===== config.mk =====
export PLATFORM = sky130hd
export DESIGN_NAME = lr4_crossover_split
export DESIGN_NICKNAME = d
export VERILOG_FILES = /design/src/design/lr4x_pkg.sv /design/src/design/lr4x_coef_regs.sv /design/src/design/lr4x_hist_mem.sv /design/src/design/lr4x_mac.sv /design/src/design/lr4_crossover_split.sv
export SDC_FILE = /design/constraint.sdc
export NUM_CORES = 2
export LEC_CHECK = 0
export ABC_AREA = 0
export ABC_CLOCK_PERIOD_IN_PS = 10100
export BUFFER_PORTS_ARGS = -buffer_cell sky130_fd_sc_hd__clkbuf_2
export CAP_MARGIN = 40
export CORE_UTILIZATION = 50
export DETAILED_ROUTE_END_ITERATION = 10
export GPL_TIMING_DRIVEN = 0
export HOLD_SLACK_MARGIN = 0.12
export PLACE_DENSITY = 0.8
export RECOVER_POWER = 50
export SYNTH_ARGS = -nofsm -noshare
export SYNTH_HDL_FRONTEND = slang
export SYNTH_HIERARCHICAL = 1
export SYNTH_SLANG_ARGS = --single-unit

===== constraint.sdc =====
create_clock -name aclk -period 10.1 [get_ports aclk]
set_clock_uncertainty 0.15 [all_clocks]
set_input_delay 1.515 -clock aclk [delete_from_list [all_inputs] [get_ports aclk]]
set_output_delay 1.515 -clock aclk [all_outputs]
set_load 0.05 [all_outputs]

===== src/design/lr4x_pkg.sv =====
// Shared types and constants for the multi-voice crossover split.
`timescale 1ns / 1ps

package lr4x_pkg;

    // Coefficient register file
    localparam int NUM_REGS  = 8;
    localparam int REG_IDX_W = 3;

    localparam logic [REG_IDX_W-1:0] REG_LOW_FF0  = 3'd0;
    localparam logic [REG_IDX_W-1:0] REG_LOW_FF1  = 3'd1;
    localparam logic [REG_IDX_W-1:0] REG_LOW_FF2  = 3'd2;
    localparam logic [REG_IDX_W-1:0] REG_HIGH_FF0 = 3'd3;
    localparam logic [REG_IDX_W-1:0] REG_HIGH_FF1 = 3'd4;
    localparam logic [REG_IDX_W-1:0] REG_HIGH_FF2 = 3'd5;
    localparam logic [REG_IDX_W-1:0] REG_FB1      = 3'd6;
    localparam logic [REG_IDX_W-1:0] REG_FB2      = 3'd7;

    // Product taps of one biquad, then a drain tap for the last product
    localparam int TAP_W = 3;
    localparam logic [TAP_W-1:0] TAP_X0    = 3'd0;
    localparam logic [TAP_W-1:0] TAP_X1    = 3'd1;
    localparam logic [TAP_W-1:0] TAP_X2    = 3'd2;
    localparam logic [TAP_W-1:0] TAP_Y1    = 3'd3;
    localparam logic [TAP_W-1:0] TAP_Y2    = 3'd4;
    localparam logic [TAP_W-1:0] TAP_DRAIN = 3'd5;

    typedef enum logic [2:0] {
        ST_IDLE,
        ST_READ,
        ST_MAC,
        ST_ROUND,
        ST_FINISH
    } seq_state_t;

    // Multiply-accumulate control
    typedef struct packed {
        logic init;     // load accumulator with the rounding offset
        logic mul_en;   // register a new product
        logic acc_en;   // add the held product
    } mac_ctrl_t;

    // History memory control
    typedef struct packed {
        logic rd_en;
        logic wr_en;
        logic clr_en;   // drop history of the voices in the clear mask
    } hist_ctrl_t;

endpackage


===== src/design/lr4x_coef_regs.sv =====
// Coefficient register file with a plain write port and one selected read.
`timescale 1ns / 1ps

module lr4x_coef_regs #(
    parameter int COEF_BITS = 32
) (
    input  logic                                  aclk,
    input  logic                                  aresetn,
    input  logic                                  cfg_we,
    input  logic [lr4x_pkg::REG_IDX_W-1:0]        cfg_index,
    input  logic [COEF_BITS-1:0]                  cfg_wdata,
    input  logic [lr4x_pkg::REG_IDX_W-1:0]        rd_index,
    output logic signed [COEF_BITS-1:0]           rd_coef
);

    logic [COEF_BITS-1:0] coef_reg [lr4x_pkg::NUM_REGS];

    always_ff @(posedge aclk) begin
        if (!aresetn) begin
            for (int i = 0; i < lr4x_pkg::NUM_REGS; i++) begin
                coef_reg[i] <= '0;
            end
        end else if (cfg_we) begin
            coef_reg[cfg_index] <= cfg_wdata;
        end
    end

    assign rd_coef = $signed(coef_reg[rd_index]);

endmodule


===== src/design/lr4x_hist_mem.sv =====
// Biquad history memory: one word of x1, x2, y1, y2 per voice, band and stage.
`timescale 1ns / 1ps

module lr4x_hist_mem #(
    parameter int VOICES      = 4,
    parameter int SAMPLE_BITS = 24
) (
    input  logic                                   aclk,
    input  logic                                   aresetn,
    input  lr4x_pkg::hist_ctrl_t                   ctrl,
    input  logic [$clog2(VOICES*4)-1:0]            addr,
    input  logic [VOICES-1:0]                      clr_mask,
    input  logic [4*SAMPLE_BITS-1:0]               wr_word,
    output logic [4*SAMPLE_BITS-1:0]               rd_word
);

    localparam int DEPTH  = VOICES * 4;
    localparam int WORD_W = 4 * SAMPLE_BITS;

    logic [WORD_W-1:0] mem [DEPTH];
    logic [WORD_W-1:0] rd_data_reg;
    logic              rd_valid_reg;
    logic [DEPTH-1:0]  valid_reg;
    logic [DEPTH-1:0]  valid_next;

    // Entry i belongs to voice i/4; an entry never written reads as zero
    always_comb begin
        valid_next = valid_reg;
        if (ctrl.clr_en) begin
            for (int i = 0; i < DEPTH; i++) begin
                if (clr_mask[i / 4]) begin
                    valid_next[i] = 1'b0;
                end
            end
        end
        if (ctrl.wr_en) begin
            valid_next[addr] = 1'b1;
        end
    end

    always_ff @(posedge aclk) begin
        if (!aresetn) begin
            valid_reg    <= '0;
            rd_valid_reg <= 1'b0;
        end else begin
            valid_reg <= valid_next;
            if (ctrl.rd_en) begin
                rd_valid_reg <= valid_reg[addr];
            end
        end
    end

    always_ff @(posedge aclk) begin
        if (ctrl.wr_en) begin
            mem[addr] <= wr_word;
        end
        if (ctrl.rd_en) begin
            rd_data_reg <= mem[addr];
        end
    end

    assign rd_word = rd_valid_reg ? rd_data_reg : '0;

endmodule


===== src/design/lr4x_mac.sv =====
// Shared multiplier, accumulator and round-half-up saturation to the sample grid.
`timescale 1ns / 1ps

module lr4x_mac #(
    parameter int SAMPLE_BITS    = 24,
    parameter int COEF_BITS      = 32,
    parameter int COEF_FRAC_BITS = 29
) (
    input  logic                           aclk,
    input  lr4x_pkg::mac_ctrl_t            ctrl,
    input  logic signed [SAMPLE_BITS-1:0]  sample,
    input  logic signed [COEF_BITS-1:0]    coef,
    output logic signed [SAMPLE_BITS-1:0]  result
);

    localparam int PROD_W = SAMPLE_BITS + COEF_BITS;
    localparam int ACC_W  = PROD_W + 3;
    localparam logic signed [ACC_W-1:0] HALF = ACC_W'(1) << (COEF_FRAC_BITS - 1);
    localparam logic signed [ACC_W-1:0] SMAX = (ACC_W'(1) << (SAMPLE_BITS - 1)) - ACC_W'(1);
    localparam logic signed [ACC_W-1:0] SMIN = -(ACC_W'(1) << (SAMPLE_BITS - 1));

    logic signed [PROD_W-1:0] prod_reg;
    logic signed [ACC_W-1:0]  acc_reg;
    logic signed [ACC_W-1:0]  shifted;

    always_ff @(posedge aclk) begin
        if (ctrl.mul_en) begin
            prod_reg <= sample * coef;
        end
        if (ctrl.init) begin
            acc_reg <= HALF;
        end else if (ctrl.acc_en) begin
            acc_reg <= acc_reg + ACC_W'(prod_reg);
        end
    end

    // Floor after the half-LSB offset, then clamp
    always_comb begin
        shifted = acc_reg >>> COEF_FRAC_BITS;
        if (shifted > SMAX) begin
            result = SMAX[SAMPLE_BITS-1:0];
        end else if (shifted < SMIN) begin
            result = SMIN[SAMPLE_BITS-1:0];
        end else begin
            result = shifted[SAMPLE_BITS-1:0];
        end
    end

endmodule


===== src/design/lr4_crossover_split.sv =====
// Top level of the fourth-order crossover: stream ports, sequencer and datapath glue.
`timescale 1ns / 1ps
// Usage
//   Input words carry one sample per voice on s_tdata and a per-voice clear
//   mask on s_tuser. Each accepted word yields exactly one output word on
//   m_tdata with the low band of every voice followed by the high band.
//   Every band runs two cascaded biquads; all 5 products of a biquad go
//   through one shared multiplier, and the history of each biquad lives in
//   one word of a single-port synchronous memory (read, compute, write back).
//   Coefficients must be written through cfg_we / cfg_index / cfg_wdata
//   only while idle, not enforced by the block; they apply to the next input word.
// Processing order
//   Each biquad runs a memory read, the product taps and a drain step,
//   then a round/write-back step. A word holds 4*VOICES biquads, and the
//   next input word is taken only once the finished word has moved into
//   the output register.
// Reset and stalls
//   aresetn (synchronous, active low) zeroes coefficients and marks all
//   history empty, so the filters start from silence. If the receiver holds
//   m_tready low, the finished word waits in the output register and the
//   block still takes and filters the next input word; it then holds that
//   result until the output register frees up.
module lr4_crossover_split #(
    parameter int VOICES         = 4,
    parameter int SAMPLE_BITS    = 24,
    parameter int COEF_BITS      = 32,
    parameter int COEF_FRAC_BITS = 29
) (
    input  logic                                         aclk,
    input  logic                                         aresetn,
    // s_tdata, from bit 0 up: sample_v0 .. sample_v(VOICES-1), zero padding
    input  logic [((VOICES*SAMPLE_BITS+7)/8)*8-1:0]      s_tdata,
    // s_tuser, from bit 0 up: clear_voices
    input  logic [VOICES-1:0]                            s_tuser,
    input  logic                                         s_tvalid,
    output logic                                         s_tready,
    // m_tdata, from bit 0 up: low_v0 .. low_v(VOICES-1), high_v0 .., zero padding
    output logic [((2*VOICES*SAMPLE_BITS+7)/8)*8-1:0]    m_tdata,
    output logic                                         m_tvalid,
    input  logic                                         m_tready,
    input  logic                                         cfg_we,
    input  logic [lr4x_pkg::REG_IDX_W-1:0]               cfg_index,
    input  logic [COEF_BITS-1:0]                         cfg_wdata
);

    localparam int VOICE_W = (VOICES > 1) ? $clog2(VOICES) : 1;
    localparam int HIST_AW = $clog2(VOICES*4);
    localparam int SLOTS   = 2 * VOICES;
    localparam int SLOT_W  = $clog2(SLOTS);
    localparam int WORD_W  = 4 * SAMPLE_BITS;

    lr4x_pkg::seq_state_t state_reg, state_next;

    logic [VOICE_W-1:0]              voice_reg, voice_next;
    logic                            band_reg, band_next;
    logic                            stage_reg, stage_next;
    logic [lr4x_pkg::TAP_W-1:0]      tap_reg, tap_next;

    logic signed [SAMPLE_BITS-1:0]   smp_reg [VOICES];
    logic [VOICES-1:0]               clr_mask;
    logic signed [SAMPLE_BITS-1:0]   stage_out_reg;
    logic signed [SAMPLE_BITS-1:0]   res_reg [SLOTS];
    logic signed [SAMPLE_BITS-1:0]   out_reg [SLOTS];
    logic                            m_valid_reg, m_valid_next;

    logic                            s_accept;
    logic                            out_load;
    lr4x_pkg::hist_ctrl_t            hist_ctrl;
    lr4x_pkg::mac_ctrl_t             mac_ctrl;
    logic [HIST_AW-1:0]              hist_addr;
    logic [WORD_W-1:0]               rd_word;
    logic [WORD_W-1:0]               wr_word;
    logic [lr4x_pkg::REG_IDX_W-1:0]  coef_idx;
    logic signed [COEF_BITS-1:0]     coef;
    logic signed [SAMPLE_BITS-1:0]   x_cur;
    logic signed [SAMPLE_BITS-1:0]   x1, x2, y1, y2;
    logic signed [SAMPLE_BITS-1:0]   mac_sample;
    logic signed [SAMPLE_BITS-1:0]   q;
    logic [SLOT_W-1:0]               slot;

    assign s_tready = (state_reg == lr4x_pkg::ST_IDLE);
    assign s_accept = s_tvalid && s_tready;
    assign clr_mask = s_tuser;

    // History word layout from bit 0 up: x1, x2, y1, y2
    assign x1 = rd_word[0*SAMPLE_BITS +: SAMPLE_BITS];
    assign x2 = rd_word[1*SAMPLE_BITS +: SAMPLE_BITS];
    assign y1 = rd_word[2*SAMPLE_BITS +: SAMPLE_BITS];
    assign y2 = rd_word[3*SAMPLE_BITS +: SAMPLE_BITS];

    // First stage eats the voice sample, second stage the first stage output
    assign x_cur = stage_reg ? stage_out_reg : smp_reg[voice_reg];

    // Shift the taps: x2 <- x1, x1 <- x, y2 <- y1, y1 <- q
    assign wr_word = {y1, q, x1, x_cur};

    assign hist_addr = HIST_AW'({voice_reg, band_reg, stage_reg});
    assign slot = band_reg ? (SLOT_W'(VOICES) + SLOT_W'(voice_reg)) : SLOT_W'(voice_reg);

    // Operand selection per tap
    always_comb begin
        case (tap_reg)
            lr4x_pkg::TAP_X0: begin
                mac_sample = x_cur;
                coef_idx   = band_reg ? lr4x_pkg::REG_HIGH_FF0 : lr4x_pkg::REG_LOW_FF0;
            end
            lr4x_pkg::TAP_X1: begin
                mac_sample = x1;
                coef_idx   = band_reg ? lr4x_pkg::REG_HIGH_FF1 : lr4x_pkg::REG_LOW_FF1;
            end
            lr4x_pkg::TAP_X2: begin
                mac_sample = x2;
                coef_idx   = band_reg ? lr4x_pkg::REG_HIGH_FF2 : lr4x_pkg::REG_LOW_FF2;
            end
            lr4x_pkg::TAP_Y1: begin
                mac_sample = y1;
                coef_idx   = lr4x_pkg::REG_FB1;
            end
            default: begin
                mac_sample = y2;
                coef_idx   = lr4x_pkg::REG_FB2;
            end
        endcase
    end

    // Sequencer: voice, band, stage, then the product taps of one biquad
    always_comb begin
        state_next   = state_reg;
        voice_next   = voice_reg;
        band_next    = band_reg;
        stage_next   = stage_reg;
        tap_next     = tap_reg;
        hist_ctrl    = '0;
        mac_ctrl     = '0;
        out_load     = 1'b0;
        m_valid_next = m_valid_reg && !m_tready;

        unique case (state_reg)
            lr4x_pkg::ST_IDLE: begin
                if (s_accept) begin
                    hist_ctrl.clr_en = 1'b1;
                    voice_next       = '0;
                    band_next        = 1'b0;
                    stage_next       = 1'b0;
                    state_next       = lr4x_pkg::ST_READ;
                end
            end
            lr4x_pkg::ST_READ: begin
                hist_ctrl.rd_en = 1'b1;
                tap_next        = lr4x_pkg::TAP_X0;
                state_next      = lr4x_pkg::ST_MAC;
            end
            lr4x_pkg::ST_MAC: begin
                mac_ctrl.init   = (tap_reg == lr4x_pkg::TAP_X0);
                mac_ctrl.mul_en = (tap_reg != lr4x_pkg::TAP_DRAIN);
                mac_ctrl.acc_en = (tap_reg != lr4x_pkg::TAP_X0);
                if (tap_reg == lr4x_pkg::TAP_DRAIN) begin
                    state_next = lr4x_pkg::ST_ROUND;
                end else begin
                    tap_next = tap_reg + lr4x_pkg::TAP_W'(1);
                end
            end
            lr4x_pkg::ST_ROUND: begin
                hist_ctrl.wr_en = 1'b1;
                state_next      = lr4x_pkg::ST_READ;
                if (!stage_reg) begin
                    stage_next = 1'b1;
                end else begin
                    stage_next = 1'b0;
                    if (!band_reg) begin
                        band_next = 1'b1;
                    end else begin
                        band_next = 1'b0;
                        if (voice_reg == VOICE_W'(VOICES - 1)) begin
                            state_next = lr4x_pkg::ST_FINISH;
                        end else begin
                            voice_next = voice_reg + VOICE_W'(1);
                        end
                    end
                end
            end
            lr4x_pkg::ST_FINISH: begin
                // Hand the word over once the output register is free
                if (!m_valid_reg || m_tready) begin
                    out_load     = 1'b1;
                    m_valid_next = 1'b1;
                    state_next   = lr4x_pkg::ST_IDLE;
                end
            end
            default: begin
                state_next = lr4x_pkg::ST_IDLE;
            end
        endcase
    end

    always_ff @(posedge aclk) begin
        if (!aresetn) begin
            state_reg   <= lr4x_pkg::ST_IDLE;
            voice_reg   <= '0;
            band_reg    <= 1'b0;
            stage_reg   <= 1'b0;
            tap_reg     <= '0;
            m_valid_reg <= 1'b0;
        end else begin
            state_reg   <= state_next;
            voice_reg   <= voice_next;
            band_reg    <= band_next;
            stage_reg   <= stage_next;
            tap_reg     <= tap_next;
            m_valid_reg <= m_valid_next;
        end
    end

    // Payload registers
    always_ff @(posedge aclk) begin
        if (s_accept) begin
            for (int v = 0; v < VOICES; v++) begin
                smp_reg[v] <= $signed(s_tdata[v*SAMPLE_BITS +: SAMPLE_BITS]);
            end
        end
        if (state_reg == lr4x_pkg::ST_ROUND) begin
            stage_out_reg <= q;
            if (stage_reg) begin
                res_reg[slot] <= q;
            end
        end
        if (out_load) begin
            for (int i = 0; i < SLOTS; i++) begin
                out_reg[i] <= res_reg[i];
            end
        end
    end

    always_comb begin
        m_tdata = '0;
        for (int i = 0; i < SLOTS; i++) begin
            m_tdata[i*SAMPLE_BITS +: SAMPLE_BITS] = out_reg[i];
        end
    end

    assign m_tvalid = m_valid_reg;

    lr4x_coef_regs #(
        .COEF_BITS (COEF_BITS)
    ) u_coef (
        .aclk      (aclk),
        .aresetn   (aresetn),
        .cfg_we    (cfg_we),
        .cfg_index (cfg_index),
        .cfg_wdata (cfg_wdata),
        .rd_index  (coef_idx),
        .rd_coef   (coef)
    );

    lr4x_hist_mem #(
        .VOICES      (VOICES),
        .SAMPLE_BITS (SAMPLE_BITS)
    ) u_hist (
        .aclk     (aclk),
        .aresetn  (aresetn),
        .ctrl     (hist_ctrl),
        .addr     (hist_addr),
        .clr_mask (clr_mask),
        .wr_word  (wr_word),
        .rd_word  (rd_word)
    );

    lr4x_mac #(
        .SAMPLE_BITS    (SAMPLE_BITS),
        .COEF_BITS      (COEF_BITS),
        .COEF_FRAC_BITS (COEF_FRAC_BITS)
    ) u_mac (
        .aclk   (aclk),
        .ctrl   (mac_ctrl),
        .sample (mac_sample),
        .coef   (coef),
        .result (q)
    );

    // An accepted word always starts with a history read
    a_accept_reads: assert property (@(posedge aclk) disable iff (!aresetn)
        s_accept |=> state_reg == lr4x_pkg::ST_READ)
        else $error("accepted word did not start a history read");

    // A history read is always followed by the first product tap
    a_read_to_mac: assert property (@(posedge aclk) disable iff (!aresetn)
        state_reg == lr4x_pkg::ST_READ |=>
            state_reg == lr4x_pkg::ST_MAC && tap_reg == lr4x_pkg::TAP_X0)
        else $error("history read not followed by first tap");

    // The drain tap always hands over to round and write back
    a_drain_to_round: assert property (@(posedge aclk) disable iff (!aresetn)
        state_reg == lr4x_pkg::ST_MAC && tap_reg == lr4x_pkg::TAP_DRAIN |=>
            state_reg == lr4x_pkg::ST_ROUND)
        else $error("accumulation did not end in write back");

    // A finished word offered to a free output register shows up as valid
    a_finish_valid: assert property (@(posedge aclk) disable iff (!aresetn)
        state_reg == lr4x_pkg::ST_FINISH && (!m_valid_reg || m_tready) |=>
            m_valid_reg && state_reg == lr4x_pkg::ST_IDLE)
        else $error("finished word not presented");

endmodule

==> metrics.yaml <==
synth.net_count: 8913
max_freq_mhz: 98.39
muxShareOfSynthArea: 0.1108
synth_xor_xnor_area_share: 0.007508
grt_max_degree: 75
ys.warnings.count: 6
holdWs_ns: 0.1859
synth_edf_count: 2448
min_period_over_period: 1.006
yosys.area.top_type: "edfxtp_1"
hold_viol_final: 0
status: "complete, but fails checks"
die_h_microns: 504.0
synth_compound_area_frac: 0.03403
htreeDepth: 4
antenna_left: 0
synthesis.area_sq_um: 126000
ys_types: 94
dieArea_sq_um: 254000
rsz0062_at_grt: "yes"
synthAdderAreaFrac: 0.1458
clk_path_buf_depth: 3
drtIter0Drc: 10611
cts_tree: "built"
path_buf_inv: 8
crit_arrival_ns: 10.65
clk_pin_slew_ns: 0.06
layout-drive-gt1-share: 0.2419
slowest_delay_ns: 0.60
detail_route.wl_per_cell_microns: 31.84
worstMarginPinSlew_ns: 1.830
failed_checks: "capacitance limit, slew limit, setup timing"
crit_family: "adder cells"
synth-seq-cells: 2537
numCtsBuffers: 239
start_kind: "flop"
cts-root-buf: "clkbuf_16"
vias: 76922
critPathCaptureType: "flop"
synth_top_area_frac: 0.5835
drc: 0
dpl.hpwl_microns: 274300
cp_slowest_cell: "fa_1"
syn_inst: 7775
grt_overflow_total: 0
die_w_microns: 504.0
synth_top_family_by_area: "adder cells"
antenna_found_initial: 27
coreArea_sq_um: 249600
maxCapViolations: 1
max_slew_margin: -0.2198
grt_first_pass_wirelength_microns: 552500
fin_nets: 9862
required_ns: 10.58
finalInstanceArea_sq_um: 147100
setup_violations: 1
setup_ws_ns: -0.06407
synthArstFlopShare: 0
tns_ns: -0.06407
dpl_cell_area_sq_um: 136200
fill_cells: 17947
vias_per_cell: 6.267
crit_type: "flop to flop"
cts_hold_buf: 0
layout_min_cycle_time_ns: 10.16
regArea_sq_um: 75300
firstDrtPassIters: 9
clock-sinks: 2537
area_delta_synth_final_pct: 16.76
first_global_vias: 78109
critPathMaxFanout: 17
grt_util_all_layers: 0.3055
ys_seq_area_frac: 0.5977
port_buffers: 333
insertion_delay_ns: 0.94
start_util: 0.5048
syn_avg_cell_area_sq_um: 16.20
slew_viol_final: 13
cp_common_cell: "fa_1"
multi_input_comb_area_sq_um: 46980
wirelength_microns: 390800
ys_top_cells_by_area: "edfxtp_1, fa_1, mux4_2"
synthSimpleGateAreaFrac: 0.06425
core.rowCount: 183
largest_reg_flops: 1536
place.gp.congestion: 0.9960
hold_path_class: "flop to flop"
synth-main-ff-cell: "edfxtp_1"
io_pins: 334
-- per-layer routing --
metal / up-vias / GRT usage / wire length, microns
met3: 1213 / 0.07705 / 49240
met5: - / 0 / 69
met2: 6034 / 0.4776 / 181500
met4: 10 / 0.1611 / 23570
met1: 39313 / 0.3955 / 136400
li1: 30352 / - / -
-- kinds of logic after synthesis --
logic type | Yosys count
mux | 684
fa+ha+maj | 998
compound gates | 615
flops | 2537
xor+xnor | 108
buf+inv | 1246
simple gates | 1587
-- through the flow --
| step | cells | setup slack, ns | utilization |
|---|---|---|---|
| after floorplan | 7775 | 0.2418 | - |
| after global placement | 11438 | -8.492 | 0.5282 |
| after detailed placement | 11701 | -2.745 | 0.5459 |
| after CTS | 12206 | -0.002858 | 0.5855 |
| after global routing | 12265 | -0.1339 | 0.5893 |
| final | 12274 | -0.06407 | 0.5894 |
-- layout by cell type, fill, tap and decap left out, types with 28 or more instances in the layout --
| master | instances |
|---|---|
| buf_8 | 30 |
| o21ai_0 | 62 |
| clkbuf_16 | 251 |
| xnor2_1 | 69 |
| buf_6 | 106 |
| nand2_1 | 471 |
| dfxtp_1 | 85 |
| and2_1 | 438 |
| mux2_2 | 54 |
| nand3_1 | 34 |
| fa_1 | 749 |
| o21a_1 | 37 |
| mux2_4 | 28 |
| inv_1 | 764 |
| a21o_1 | 65 |
| a21oi_1 | 124 |
| buf_12 | 65 |
| a211oi_1 | 38 |
| nor3_1 | 279 |
| mux2i_1 | 54 |
| buf_2 | 41 |
| edfxtp_1 | 2448 |
| buf_4 | 204 |
| nor2_1 | 113 |
| nor2b_1 | 38 |
| clkinv_1 | 86 |
| fa_2 | 35 |
| xor2_1 | 35 |
| clkinv_2 | 45 |
| buf_16 | 60 |
| clkbuf_1 | 247 |
| mux4_2 | 525 |
| and2_2 | 42 |
| clkbuf_2 | 379 |
| ha_1 | 182 |
-- repair_timing --
action                                  4_1_cts  5_1_grt
gates cloned                                  7        4
setup buffers                                63       48
gates resized for setup                     391      187
endpoints found under the setup margin       42       21
pin swaps                                    52       81
-- final timing paths --
kind,slack [ns],end,depth (start not counted),start
max,-0.06,u_mac/prod_reg[54],30,u_hist/rd_valid_reg
min,0.19,out_reg[0][69],0,res_reg[2][21]
max reg2reg,-0.06,u_mac/prod_reg[54],30,u_hist/rd_valid_reg
min reg2reg,0.19,out_reg[0][69],0,res_reg[2][21]
-- Yosys cell counts, types with 65 or more instances --
cell,number
mux4_2,508
edfxtp_1,2448
nor2_1,135
a21oi_1,133
inv_1,778
nor3_1,288
xnor2_1,72
a21o_1,65
nand2_1,475
and2_1,492
clkbuf_1,303
dfxtp_1,89
o21ai_0,95
fa_1,784
ha_1,214
mux2_2,82
-- final cells by class --
type | count | share of cell area
repair buffers | 722 | 0.04740
clock inverters | 156 | 0.01137
inverters | 810 | 0.02079
flip-flops and latches | 2537 | 0.5119
multi-input cells | 3992 | 0.3194
diodes | 14 | 0.0002382
clock buffers | 291 | 0.04275
well taps | 3330 | 0.02833
plain buffers | 422 | 0.01779
-- worst register-to-register path, delay by kind of cell, from the launching register on --
| family | cells | cell delay (ns) |
|---|---|---|
| DFF | 1 | 0.59 |
| and+or+nand+nor | 6 | 1.79 |
| AOI/OAI and AO/OA | 7 | 1.39 |
| buffers and inverters | 8 | 1.80 |
| adders and majority gates | 8 | 3.87 |
| xor gates and xnor gates | 1 | 0.34 |
Power is not shown: default switching activity piles up to over one toggle a cycle in this logic, so the estimate is an artifact.
